File: config.mk
export PLATFORM = sky130hd
export DESIGN_NAME = qrgs_sqrt
export DESIGN_NICKNAME = d
export VERILOG_FILES = /design/src/rtl/core/qrgs_pkg.sv /design/src/rtl/core/qrgs_sqrt.sv
export SDC_FILE = /design/constraint.sdc
export NUM_CORES = 1
export LEC_CHECK = 0
export CAP_MARGIN = 0
export CORE_MARGIN = 4
export CORE_UTILIZATION = 45
export DETAILED_ROUTE_END_ITERATION = 8
export DONT_BUFFER_PORTS = 1
export MAX_ROUTING_LAYER = met4
export PLACE_DENSITY = 0.72
export SETUP_SLACK_MARGIN = 0.4
export SLEW_MARGIN = 10
export SYNTH_ARGS = -nofsm -noshare
export SYNTH_HDL_FRONTEND = slang
export SYNTH_SLANG_ARGS = --single-unit
File: constraint.sdc
create_clock -name aclk -period 16.7 [get_ports aclk]
set_input_delay 1.67 -clock aclk [delete_from_list [all_inputs] [get_ports aclk]]
set_output_delay 1.67 -clock aclk [all_outputs]
set_load 0.005 [all_outputs]
File: src/rtl/core/qrgs_pkg.sv
// Shared constants and types for the Gram-Schmidt QR block.
// No dependencies; used by every file in rtl/core.
`timescale 1ns / 1ps
`default_nettype none

package qrgs_pkg;

    localparam int VAL_W = 32;          // Q-format element width
    localparam int SQ_W  = 64;          // sum-of-squares width

    localparam int DEF_MAX_ROWS  = 8;
    localparam int DEF_MAX_COLS  = 4;
    localparam int DEF_FRAC_BITS = 16;

    localparam int ROW_W = 4;           // rows_in_use register width
    localparam int COL_W = 3;           // cols_in_use register width

    localparam logic [ROW_W-1:0] ROWS_RESET = 4'd4;
    localparam logic [COL_W-1:0] COLS_RESET = 3'd4;

    localparam int CFG_IDX_W  = 1;
    localparam int CFG_DATA_W = 4;
    localparam logic [CFG_IDX_W-1:0] REG_ROWS = 1'b0;
    localparam logic [CFG_IDX_W-1:0] REG_COLS = 1'b1;

    localparam int TDATA_W = 40;        // value, row, col, pad
    localparam int TUSER_W = 2;         // from_r, status

    typedef logic signed [VAL_W-1:0] val_t;

endpackage

`default_nettype wire

File: src/rtl/core/qrgs_sqrt.sv
// Iterative integer square root, two radicand bits per cycle.
// Depends on qrgs_pkg.
`timescale 1ns / 1ps
`default_nettype none

module qrgs_sqrt (
    input  wire logic                       aclk,
    input  wire logic                       aresetn,
    input  wire logic                       start,
    input  wire logic [qrgs_pkg::SQ_W-1:0]  radicand,
    output logic                            done,
    output logic [qrgs_pkg::VAL_W-1:0]      root
);

    localparam int W = qrgs_pkg::SQ_W;

    logic [W-1:0] s_reg, s_next;
    logic [W-1:0] res_reg, res_next;
    logic [W-1:0] bit_reg, bit_next;
    logic         busy_reg, busy_next;
    logic         done_reg, done_next;
    logic [W-1:0] trial;

    always_comb begin
        s_next    = s_reg;
        res_next  = res_reg;
        bit_next  = bit_reg;
        busy_next = busy_reg;
        done_next = 1'b0;
        trial     = res_reg + bit_reg;
        if (start) begin
            s_next    = radicand;
            res_next  = '0;
            bit_next  = {2'b01, {(W-2){1'b0}}};
            busy_next = 1'b1;
        end else if (busy_reg) begin
            if (s_reg >= trial) begin
                s_next   = s_reg - trial;
                res_next = (res_reg >> 1) + bit_reg;
            end else begin
                res_next = res_reg >> 1;
            end
            bit_next = bit_reg >> 2;
            if (bit_next == '0) begin
                busy_next = 1'b0;
                done_next = 1'b1;
            end
        end
    end

    always_ff @(posedge aclk) begin
        if (!aresetn) begin
            busy_reg <= 1'b0;
            done_reg <= 1'b0;
        end else begin
            busy_reg <= busy_next;
            done_reg <= done_next;
        end
        s_reg   <= s_next;
        res_reg <= res_next;
        bit_reg <= bit_next;
    end

    assign done = done_reg;
    assign root = res_reg[qrgs_pkg::VAL_W-1:0];

endmodule

`default_nettype wire

# Word-level counts from Yosys, hierarchy flattened
# Index checks and enable logic that the tools add are counted.
dict set report op_classes {
  add_sub_neg 3
  order_cmp 1
  n_mux 8
  bitwise 2
  n_reduce_logical 5
}
# cell count
set ops {}
lappend ops {{$mux W64} 4}
lappend ops {{$add A63 B63 Y64} 1}
lappend ops {{$add A64 B63 Y64} 1}
lappend ops {{$ge A64 B64 Y1} 1}
lappend ops {{$logic_not A64 Y1} 1}
lappend ops {{$sub A64 B64 Y64} 1}
lappend ops {{$mux W1} 4}
lappend ops {{$reduce_bool A2 Y1} 2}
lappend ops {{$reduce_or A3 Y1} 1}
lappend ops {{$not A1 Y1} 2}
lappend ops {{$reduce_and A2 Y1} 1}
dict set report totals {
  reg_bits 162
  input_bits 67
  out_inout_bits 33
  word_cells 24
}

# Logic depth before layout (Yosys ltp)
dict set report logic_depth {
  depth_word 5
  ltp_mapped 25
  mapped_depth_nobuf 23
}

# Worst setup path before layout
# Ideal clock, no wire load.
dict set report synth_path {
  path_kind {reg2reg}
  from {register res_reg[2]}
  to {register s_reg[0], enable pin}
  setup_time_ns 0.574
  arrival_ns 8.928
  required_time_ns 16.126
  setup_slack_ns 7.197
  path_stages_with_launch 23
  n_path_buf 4
  synth_period_minus_slack_ns 9.503
  cell_sequence {dfxtp_1 > ha_1 > a31oi_1 > a211oi_1 > a21oi_1 > o31a_1 > o21ai_1 > and2_1 > a21oi_1 > nor2_1 > nor2_1 > xor2_1 > ha_1 > clkbuf_1 > nand4_1 > or3_1 > nor2_1 > o2111ai_2 > and2_4 > buf_6 > buf_6 > buf_6 > o21ai_0}
}
dict set report synth_between {
  elab_chain_len 4
}
# element line_no
set synth_rtl {}
lappend synth_rtl {{start: declaration} qrgs_sqrt.sv:18} ;# logic [W-1:0] res_reg, res_next;
lappend synth_rtl {{start signal: assignment} qrgs_sqrt.sv:60} ;# res_reg <= res_next;
lappend synth_rtl {{$add A64 B63 Y64} qrgs_sqrt.sv:30} ;# trial = res_reg + bit_reg;
lappend synth_rtl {{$ge A64 B64 Y1} qrgs_sqrt.sv:37} ;# if (s_reg >= trial) begin
lappend synth_rtl {{$reduce_bool A2 Y1 (no line)} -}
lappend synth_rtl {{$reduce_and A2 Y1 (no line)} -}
lappend synth_rtl {{end signal: assignment} qrgs_sqrt.sv:59} ;# s_reg <= s_next;
lappend synth_rtl {{end: declaration} qrgs_sqrt.sv:17} ;# logic [W-1:0] s_reg, s_next;
# Every way passes these cells.
# A chain may end at the register's enable or synchronous reset.

# Final worst setup path
dict set report layout_path {
  from {register res_reg[4]}
  to {register s_reg[0], enable pin}
}
# The elaborated chain is that of the path after synthesis.

==> impl_results.md <==
- Outcome: finished, final reports clean
- Routed WL: 46900 µm
- WP data required: 16.79 ns
- Syn Nets: 2207
- DIE AREA: ~0.038 mm²
- Setup Buffers After CTS: 0
- CTS tree: yes
- #FFs+latches synth: 162
- Synth top area share: 12.6%
- Core footprint: 0.0338 mm²
- Synth warnings: 0
- Gr ovfl total: 0
- Clock Latency Late Sink: 0.46 ns
- Area leader, netlist: dfxtp_1
- Site row count: 67
- FF-to-FF Start: res_reg[4]$_SDFFE_PP0P_
- Max-Cap Viols: 0
- Clock Sinks: 162
- Gpl congestion: about 0.96
- Worst setup EP type: flop
- Drt via density: 6.35
- Antenna-violating nets left: 0
- Clk buf depth: 2
- Syn_area_per_cell: 7.74 µm²
- CTS resizes: 0
- CTS buffer count: 17
- Critical path capture point: s_reg[0]$_DFFE_PP_
- Worst-path clk slew: 0.07 ns
- Root Buffer: clkbuf_16
- CP startpoint: res_reg[4]$_SDFFE_PP0P_
- Fin. max-slew vios: 0
- Leading cell type in the layout, fill and taps excluded: nand2_1
- Critical path arrival: a little over 7 ns
- Sequential fraction of the synthesis area: between 20 and 25%
- Final Cycle Share: 42.3%
- Starting density of the core: 46.0%
- Top_reg_cell synth: dfxtp_1
- Non-filler cells, final: ~2300
- DR DRC count: 0
- Reg2reg setup slack: 9.64 ns
- Area of the mapped netlist: 0.0156 mm²
- Final layout net count: 2075
- Ys async rst share: 0%
- Final setup viols: 0
- Crit path kind: flop to flop
- H-tree Lvls: 4
- Period minus WS final: 7.06 ns
- Chip width: 194 µm
- Area Growth Syn to Fin: 3.00%
- I/O Buffers: 0
- Cell variety after synth: 79
- Commonest cells after routing, fill and taps aside: 241 x nand2_1, 179 x nor2_1, 170 x o21ai_0
- Total global-route track usage: 24.4%
- I/O pin total: 100
- Diodes inserted: 0
- First-pass GRT wire length: between 70000 and 80000 µm
- Worst Hold Class: flop to flop
- Setup TNS: 0 ns
- DR WL/cell: 20.1 µm
- Startpoint Class: flop
- Largest net degree at the start of global routing: 216
- Number of synthesized flops with an enable pin: 64
- Post-CTS Hold Buffers: 0
- CP max FO: 76
- Die height: 194 µm
- Slew Limit Headroom: 40.3%
- Actual slew at the worst max-slew pin: ~0.89 ns
- Fmax: ~140 MHz
- Vias in the first global route: 13700
- Vias post-DR: 14900
- RSZ-0062 raised after global routing: false
- Peak VDD IR: 0.0000844 V
- Synth Instances: between 2000 and 2500
- P per Cell Area: 147 mW/mm²
- LEAKAGE: 5.79 nW
- Initial antenna violation count: 0
- Final HPWL from detailed placement: roughly 35000 µm
- Clock skew: 0.0154 ns
- Placed Cells: 2306
- Hold Vio Cnt, Final: 0
- Reg2Reg Capture Point: s_reg[0]$_DFFE_PP_
- Hold Startpoint: bit_reg[0]$_SDFFE_PP0P_
- Top cells by area, synth: dfxtp_1 13%, edfxtp_1 12%, ha_1 10%
- R2R cell count: 18
- Layout cell share with drive strength beyond 1: 4.07%
- TritonRoute pass-1 iters: 6
- Drt initial violations: 1481
where the power goes:
part	switching (W)	leakage (nW)	internal [W]
registers	0.0000926	1.44	0.000533
clock network	0.000186	0.297	0.000225
logic	0.000828	4.05	0.000499
area by class of cell:
class | instances | area, µm²
Tap cell | 448 | 561
Clock buffer | 22 | 518
Inverter | 41 | 154
Multi-Input combinational cell | 1650 | 10800
Fill cell | 3367 | 17800
Timing Repair Buffer | 5 | 37.5
Sequential cell | 162 | 3890
Clock inverter | 10 | 81.3
worst min path at each step:
| stage | cells past startpoint | endpoint | slack [ns] |
|---|---|---|---|
| 2_1_floorplan | 2 | res_reg[63]$_SDFFE_PP0P_ | 0.49 |
| 3_3_place_gp | 2 | bit_reg[0]$_SDFFE_PP0P_ | 0.51 |
| 3_5_place_dp | 2 | bit_reg[0]$_SDFFE_PP0P_ | 0.54 |
| 6_report | 2 | bit_reg[0]$_SDFFE_PP0P_ | 0.55 |
| 4_1_cts | 2 | bit_reg[0]$_SDFFE_PP0P_ | 0.55 |
| 5_1_grt | 2 | res_reg[63]$_SDFFE_PP0P_ | 0.59 |
cells by family after synthesis:
logic type / count (synthesis) / synth area share (%)
compound gates: 666 / 27.9
xor+xnor: 140 / 7.88
fa+ha+maj: 131 / 10.6
buf+inv: 197 / 5.78
flops: 162 / 25.0
mux: 45 / 2.92
simple gates: 668 / 19.9
layer usage:
metal	global-route usage, %	part of all wire, %	up-vias	routed length, µm
met2	37.9	45	559	21300
met4	5.65	1.6	0	733
met1	34.0	46	7040	21700
met3	3.49	6.6	62	3110
li1	-	-	7190	-
met5	-	0	-	0
synth_stat cells, types with 14 or more instances:
| library cell | count |
|---|---|
| a21oi_1 | 132 |
| buf_4 | 35 |
| nor2_1 | 179 |
| nor4_1 | 14 |
| nand3_1 | 37 |
| o21bai_1 | 32 |
| nor3_1 | 21 |
| a311oi_1 | 22 |
| a21o_1 | 48 |
| o31ai_1 | 18 |
| clkbuf_1 | 107 |
| a211oi_1 | 36 |
| a21boi_0 | 14 |
| and3_1 | 20 |
| nand2b_1 | 17 |
| xnor2_1 | 74 |
| dfxtp_1 | 98 |
| or3_1 | 26 |
| edfxtp_1 | 64 |
| a31oi_1 | 68 |
| inv_1 | 41 |
| nand4_1 | 55 |
| nand2_1 | 241 |
| mux2i_1 | 42 |
| o21a_1 | 16 |
| and2_1 | 19 |
| ha_1 | 130 |
| o21ai_0 | 171 |
| xor2_1 | 66 |
per-stage QoR:
stage / util, % / instance area [µm²] / setup slack, ns / hold slack, ns / power, W
finish: 47.4 / 16000 / 9.64 / 0.553 / 0.00236
detailed placement: 45.6 / 15400 / 9.79 / 0.537 / 0.00193
global route: 47.4 / 16000 / 9.17 / 0.592 / 0.00253
global placement: 45.6 / 15400 / 9.96 / 0.508 / 0.00191
CTS: 47.4 / 16000 / 9.70 / 0.548 / 0.00234
floorplan: - / 15600 / 7.20 / 0.487 / 0.00164
critical path, stage by stage, from the launching register on:
cell and delay (ns):
dfxtp_1 0.39, ha_1 0.38, nand2_1 0.09, o21bai_1 0.24
a31oi_1 0.20, o221ai_1 0.67, a21boi_0 0.39, o21ai_0 0.48
o21ai_0 0.23, nand2b_1 0.20, xor2_1 0.16, ha_1 0.48
nand4_1 0.24, or3_1 0.47, nor2_1 0.19, o2111ai_2 0.16
and2_4 0.42, o21ai_4 0.58, buf_4 0.63
No activity file was read; power rests on OpenSTA's default activity.
