<file path="config.mk">
export PLATFORM = sky130hd
export DESIGN_NAME = qrgs_div
export DESIGN_NICKNAME = d
export VERILOG_FILES = /design/src/rtl/core/qrgs_pkg.sv /design/src/rtl/core/qrgs_div.sv
export SDC_FILE = /design/constraint.sdc
export NUM_CORES = 1
export LEC_CHECK = 0
export BUFFER_PORTS_ARGS = -buffer_cell sky130_fd_sc_hd__clkbuf_2
export CAP_MARGIN = 0
export CORE_MARGIN = 8
export CORE_UTILIZATION = 42
export CTS_BUF_LIST = sky130_fd_sc_hd__clkbuf_8
export DETAILED_ROUTE_END_ITERATION = 10
export GPL_ROUTABILITY_DRIVEN = 0
export RECOVER_POWER = 50
export SYNTH_ARGS = -nofsm -noshare
export SYNTH_HDL_FRONTEND = slang
export SYNTH_SLANG_ARGS = --single-unit
</file>
<file path="constraint.sdc">
create_clock -name aclk -period 5.92 [get_ports aclk]
set_clock_uncertainty 0.2 [all_clocks]
set_input_delay 0.592 -clock aclk [delete_from_list [all_inputs] [get_ports aclk]]
set_output_delay 0.592 -clock aclk [all_outputs]
set_load 0.01 [all_outputs]
</file>
<file path="src/rtl/core/qrgs_pkg.sv">
// Shared constants and types for the Gram-Schmidt QR block.
// No dependencies; used by every file in rtl/core.
`timescale 1ns / 1ps
`default_nettype none

package qrgs_pkg;

    localparam int VAL_W = 32;          // Q-format element width
    localparam int SQ_W  = 64;          // sum-of-squares width

    localparam int DEF_MAX_ROWS  = 8;
    localparam int DEF_MAX_COLS  = 4;
    localparam int DEF_FRAC_BITS = 16;

    localparam int ROW_W = 4;           // rows_in_use register width
    localparam int COL_W = 3;           // cols_in_use register width

    localparam logic [ROW_W-1:0] ROWS_RESET = 4'd4;
    localparam logic [COL_W-1:0] COLS_RESET = 3'd4;

    localparam int CFG_IDX_W  = 1;
    localparam int CFG_DATA_W = 4;
    localparam logic [CFG_IDX_W-1:0] REG_ROWS = 1'b0;
    localparam logic [CFG_IDX_W-1:0] REG_COLS = 1'b1;

    localparam int TDATA_W = 40;        // value, row, col, pad
    localparam int TUSER_W = 2;         // from_r, status

    typedef logic signed [VAL_W-1:0] val_t;

endpackage

`default_nettype wire

</file>
<file path="src/rtl/core/qrgs_div.sv">
// Bit-serial restoring divider: round((|x| << FRAC_BITS) / den), signed, saturated.
// Depends on qrgs_pkg.
`timescale 1ns / 1ps
`default_nettype none

module qrgs_div #(
    parameter int FRAC_BITS = qrgs_pkg::DEF_FRAC_BITS
) (
    input  wire logic                        aclk,
    input  wire logic                        aresetn,
    input  wire logic                        start,
    input  wire qrgs_pkg::val_t              x,
    input  wire logic [qrgs_pkg::VAL_W-1:0]  den,
    output logic                             done,
    output qrgs_pkg::val_t                   quot
);

    localparam int VW = qrgs_pkg::VAL_W;
    localparam int NQ = VW + FRAC_BITS + 1;
    localparam int CW = $clog2(NQ + 1);

    logic [NQ-1:0] num_reg, num_next;
    logic [NQ-1:0] q_reg, q_next;
    logic [VW:0]   rem_reg, rem_next;
    logic [VW-1:0] den_reg, den_next;
    logic          neg_reg, neg_next;
    logic [CW-1:0] cnt_reg, cnt_next;
    logic          busy_reg, busy_next;
    logic          done_reg, done_next;
    logic [VW-1:0] mag;
    logic [VW:0]   rem_sh;
    logic          ge;

    always_comb begin
        num_next  = num_reg;
        q_next    = q_reg;
        rem_next  = rem_reg;
        den_next  = den_reg;
        neg_next  = neg_reg;
        cnt_next  = cnt_reg;
        busy_next = busy_reg;
        done_next = 1'b0;
        mag       = x[VW-1] ? (~x + VW'(1)) : x;
        rem_sh    = {rem_reg[VW-1:0], num_reg[NQ-1]};
        ge        = rem_sh >= {1'b0, den_reg};
        if (start) begin
            // numerator carries the half-divisor bias for round-to-nearest
            num_next  = {1'b0, mag, {FRAC_BITS{1'b0}}} + NQ'(den >> 1);
            q_next    = '0;
            rem_next  = '0;
            den_next  = den;
            neg_next  = x[VW-1];
            cnt_next  = CW'(NQ);
            busy_next = 1'b1;
        end else if (busy_reg) begin
            rem_next = ge ? (rem_sh - {1'b0, den_reg}) : rem_sh;
            q_next   = {q_reg[NQ-2:0], ge};
            num_next = {num_reg[NQ-2:0], 1'b0};
            cnt_next = cnt_reg - CW'(1);
            if (cnt_reg == CW'(1)) begin
                busy_next = 1'b0;
                done_next = 1'b1;
            end
        end
    end

    always_ff @(posedge aclk) begin
        if (!aresetn) begin
            busy_reg <= 1'b0;
            done_reg <= 1'b0;
        end else begin
            busy_reg <= busy_next;
            done_reg <= done_next;
        end
        num_reg <= num_next;
        q_reg   <= q_next;
        rem_reg <= rem_next;
        den_reg <= den_next;
        neg_reg <= neg_next;
        cnt_reg <= cnt_next;
    end

    always_comb begin
        if (!neg_reg) begin
            quot = (|q_reg[NQ-1:VW-1]) ? 32'sh7FFF_FFFF : q_reg[VW-1:0];
        end else if ((|q_reg[NQ-1:VW]) || (q_reg[VW-1] && |q_reg[VW-2:0])) begin
            quot = 32'sh8000_0000;
        end else begin
            quot = ~q_reg[VW-1:0] + VW'(1);
        end
    end

    assign done = done_reg;

endmodule

`default_nettype wire

</file>
After elaboration in Yosys (flattened, before gate mapping)
Cells that the tools add are included.

Flip-flop bits (word level): 171. Input port bits: 67. Output and inout port bits: 33. Word-level logic and storage cells: 37.

$add $sub $neg: 5. $lt $le $gt $ge: 1. Eq/ne operators: 1. Multiplexer cells: 11. Bitwise gates (word level): 4. Reductions and logical operators: 7.

Operators with widths (number): $mux W32 (5); $mux W49 (2); $not A32 Y32 (2); $add A48 B31 Y49 (1); $ge A33 B32 Y1 (1); $add A32 B1 Y32 const B (1); $add A32 B2 Y32 const B (1); $sub A32 B32 Y32 (1); $reduce_or A31 Y1 (1); $reduce_or A18 Y1 (1); $reduce_or A17 Y1 (1); $eq A6 B1 Y1 const B (1); $sub A6 B1 Y6 const B (1); $mux W1 (4); $reduce_or A3 Y1 (1); $not A1 Y1 (2); $reduce_bool A2 Y1 (1); $logic_and A1 B1 Y1 (1); $logic_or A1 B1 Y1 (1).

Depth between registers and ports, before layout
Depth in word-level cells: 5. Gate-level depth with buffers: 15. Mapped depth without buffers: 15.

Worst setup path after synthesis
No wires, ideal clock.

Path kind: input -> register. From: in x[31]. To: reg num_reg[34] (data pin). Library setup time: 0.260 ns. Data arrival time: 3.872 ns. Required time: 5.460 ns. Path slack: 1.588 ns. Cell stages on the path: 14. Path buffers: 4. Cells stage by stage: clkbuf_1 > clkbuf_1 > clkbuf_1 > clkbuf_1 > o21ai_0 > fa_1 > a21oi_1 > o211ai_1 > nand2_1 > a21oi_1 > a221oi_1 > nor4_1 > xnor2_1 > mux2_2.

Longest elaborated chain between the ends: 3.

Ends and longest elaborated chain: start, declared (line qrgs_div.sv:12) `input wire qrgs_pkg::val_t x,`; $mux W32 (line qrgs_div.sv:43) `mag = x[VW-1] ? (~x + VW'(1)) : x;`; $add A48 B31 Y49 (line qrgs_div.sv:48) `num_next = {1'b0, mag, {FRAC_BITS{1'b0}}} + NQ'(den >> 1);`; $mux W49 (line qrgs_div.sv:46) `if (start) begin`; named net num_next[34] (line qrgs_div.sv:22) `logic [NQ-1:0] num_reg, num_next;`; end signal, assigned (line qrgs_div.sv:75) `num_reg <= num_next;`; end, declared (line qrgs_div.sv:22).

The timed path passes the listed nets, and every way through them passes these cells. A chain may end at the register's enable or synchronous reset.

Worst setup path in the final report
From: in start. To: reg num_reg[13] (data pin).

Longest elaborated chain between the ends: 1.

Ends and longest elaborated chain: start, declared (line qrgs_div.sv:11) `input wire logic start,`; $mux W49 (line qrgs_div.sv:46); named net num_next[13] (line qrgs_div.sv:22).

The timed path passes the listed nets, and every way through them passes these cells.

==> results.txt <==
In this run the vertical extent of the chip is 181 um. The cell count after synthesis came out at 1267. The worst setup path is captured at a flop.

The share of the clock period used by the worst path after layout is 0.895. Setup repair after global routing left no endpoint under its margin. The share of Yosys cell area claimed by the top area cell type is 0.215. The most common cell in the synthesized netlist is nor2_1. Entering global routing, the biggest net connects 86 pins. The number of antenna violations at the first check in global routing is 0. The clock latency reported for the late side of the worst-skew pair is 470 ps, and the number of flops mapped to enable cells by yosys is 82. The post-cts resize count is 0, and the number of warnings issued by yosys is 0. The clock drives 171 sinks. Sequential cell area fraction in the yosys report: 0.371. Hold is met by 102 ps. After detailed routing, the total wire length is 28200 um. The checks that failed: max-capacitance violations, max-slew violations. After synthesis, the cell types taking the most area are edfxtp_1 (22%), dfxtp_1 (16%), mux2i_1 (6.1%). The synthesized netlist occupies a cell area of 11400 sq um. The tools report the final design utilization as 0.466. Root buffer cell: clkbuf_8.

Synthesis inferred 171 register bits. The first global-routing pass estimated 47000 um of wire. The tools report the kind of launch point of the worst setup path as an input pin. Reg-to-reg critical path startpoint: den_reg[3].

Across the VDD grid, the largest voltage drop is 0.118 mV. The horizontal extent of the die is 181 um, and the number of buffers added to fix hold violations after cts is 0. The clock passes through at most 2 buffers. The number of global-route vias before repair is 9196, and the post-DP HPWL is 20600 um. In this run the post-CTS setup repair buffer count came out at 0. In this run the count of I/O pins placed on the die edge is 100. The die covers 32800 sq um.

The run gives 0 as the final setup violation count. The critical path is of the in2reg type. The number of nets handed over by synthesis was 1389. For the pin with the worst max-slew slack, the measured transition is 3450 ps.

The initial cell density of the core was 0.426; the fmax was 189 MHz. At the worst endpoint, the required time is 5930 ps. After the first detailed-routing iteration, the DRC count stood at 640. For the number of antenna cells inserted, the log shows 0. The number of vias per cell is 5.71, and the proportion of layout cells with a drive suffix above 1 is 0.121. Counting the buffers created by CTS gives 17.

Standard-cell row count: 60. The max-cap check violation count came out at 3. Of all nets on the critical path, the largest fanout is 85. At the worst endpoint, the arrival time is 5300 ps.

The total negative slack is 0 ps, and the minimum period implied by the final worst setup slack is 5300 ps. The count of buffers added on input and output ports is 99. The dominant synthesized flop cell was dfxtp_1. For this block, the via count after detailed routing is 9609. Counting distinct cell types in the post-synthesis netlist gives 74. The total area inside the core boundary comes to 26900 sq um. The run finished, with violations left. Dividing the detail-routed wire length by the instance count gives 16.8 um. For the antenna violation net count after detailed routing, the log shows 0.

By count the netlist is led by nor2_1 (143), dfxtp_1 (89), nand2_1 (89). The mean post-synth cell area works out to 9.03 sq um. The final design area excluding fillers was 12500 sq um; the layout overhead on the synthesized area was 9.43%. After clock tree synthesis, the clock-pin slew on the worst setup and hold paths is 100 ps.

The max-slew violation count was 207; the fraction of registers with async set or reset after synthesis was 0. The number of optimization iterations in the first detailed-route pass is 5, and the maximum level of the CTS H-tree is 4. The tools report the total global-route track usage as 0.170.

The tightest min-delay check is of the in2reg type. The run gives -1.30 as the tightest slew margin relative to the limit. In the routed design, unresolved DRC markers number 0. The hold path startpoint was den[0].

The count of final hold-check violations was 0; the static leakage power was 4.96 nW. The launch point of the worst path is start. TritonCTS built the clock tree. Summed over all layers, the global routing overflow is 0.

The cell area after placement came out at 12200 sq um. In this run the power density over the cells is 230 nW/um^2. The cell type with the highest aggregate area in the netlist is edfxtp_1. The total number of nets in the final design is 1452.
==> cell type report <==
cell class	instances	area (sq um)
Timing Repair Buffer	106	497
Inverter	58	218
Fill cell	2644	14400
Tap cell	341	427
Clock buffer	17	234
Clock inverter	15	153
Sequential cell	171	4250
Multi-Input combinational cell	976	6740
==> cells by family after synthesis <==
logic type | synth area share
and+or+nand+nor | 0.192
AOI/OAI and AO/OA | 0.179
xor gates and xnor gates | 0.0590
muxes | 0.0987
DFF | 0.371
adders and majority gates | 0.0615
buffers and inverters | 0.0396
==> critical path, cell delays in order <==
cell	delay (ps)
clkbuf_1	2370
clkbuf_2	1670
mux2_2	470
==> where the power goes <==
group,switching [mW],total (mW),internal (mW)
combinational,0.391,0.671,0.280
clock,0.504,0.819,0.315
sequential,0.0413,1.38,1.34
==> routing by layer <==
metal,vias to the layer above,wire [um],track usage,part of all wire
li1,4819,-,-,-
met1,4541,14200,0.240,0.50
met2,224,12300,0.263,0.44
met3,25,1320,0.0319,0.047
met4,0,356,0.0436,0.013
met5,-,0,0,0
==> stage by stage <==
step                worst slack (ps)  instances  total power [mW]
floorplan                       1590       1267              1.89
global route                     226       1684              3.04
CTS                              856       1684              2.90
global placement                1470       1652              2.07
finish                           624       1684              2.87
detailed placement              1390       1652              2.08
==> cell usage in the layout, fill, tap and decap left out, types with 8 or more instances in the layout <==
cell type  instances
a211oi_1          25
o311ai_1           9
nor3b_1            8
a21o_1            22
o21ai_0           55
nor3_1            30
mux2i_1           70
ha_1              53
a21oi_1           58
nand4_1           14
edfxtp_1          82
mux2_2            37
clkbuf_1          33
nand3_1           34
nor2b_1           22
dfxtp_1           88
nand2b_1          11
xor2_1            25
nand2_1           89
clkbuf_8          17
a31oi_1            8
nor2_1           143
nor4_1            25
o31ai_1           27
inv_1             58
xnor2_1           52
clkbuf_2          70
o311ai_0          18
and3_1            12
==> final timing paths <==
path / slack, ps / cells after the start / end
setup reg to reg: 1770 / 11 / rem_reg[21]
hold / removal: 100 / 1 / den_reg[0]
setup / recovery: 620 / 3 / num_reg[13]
hold reg to reg: 280 / 2 / rem_reg[30]
Note: power is estimated with default switching activity, not from simulation.
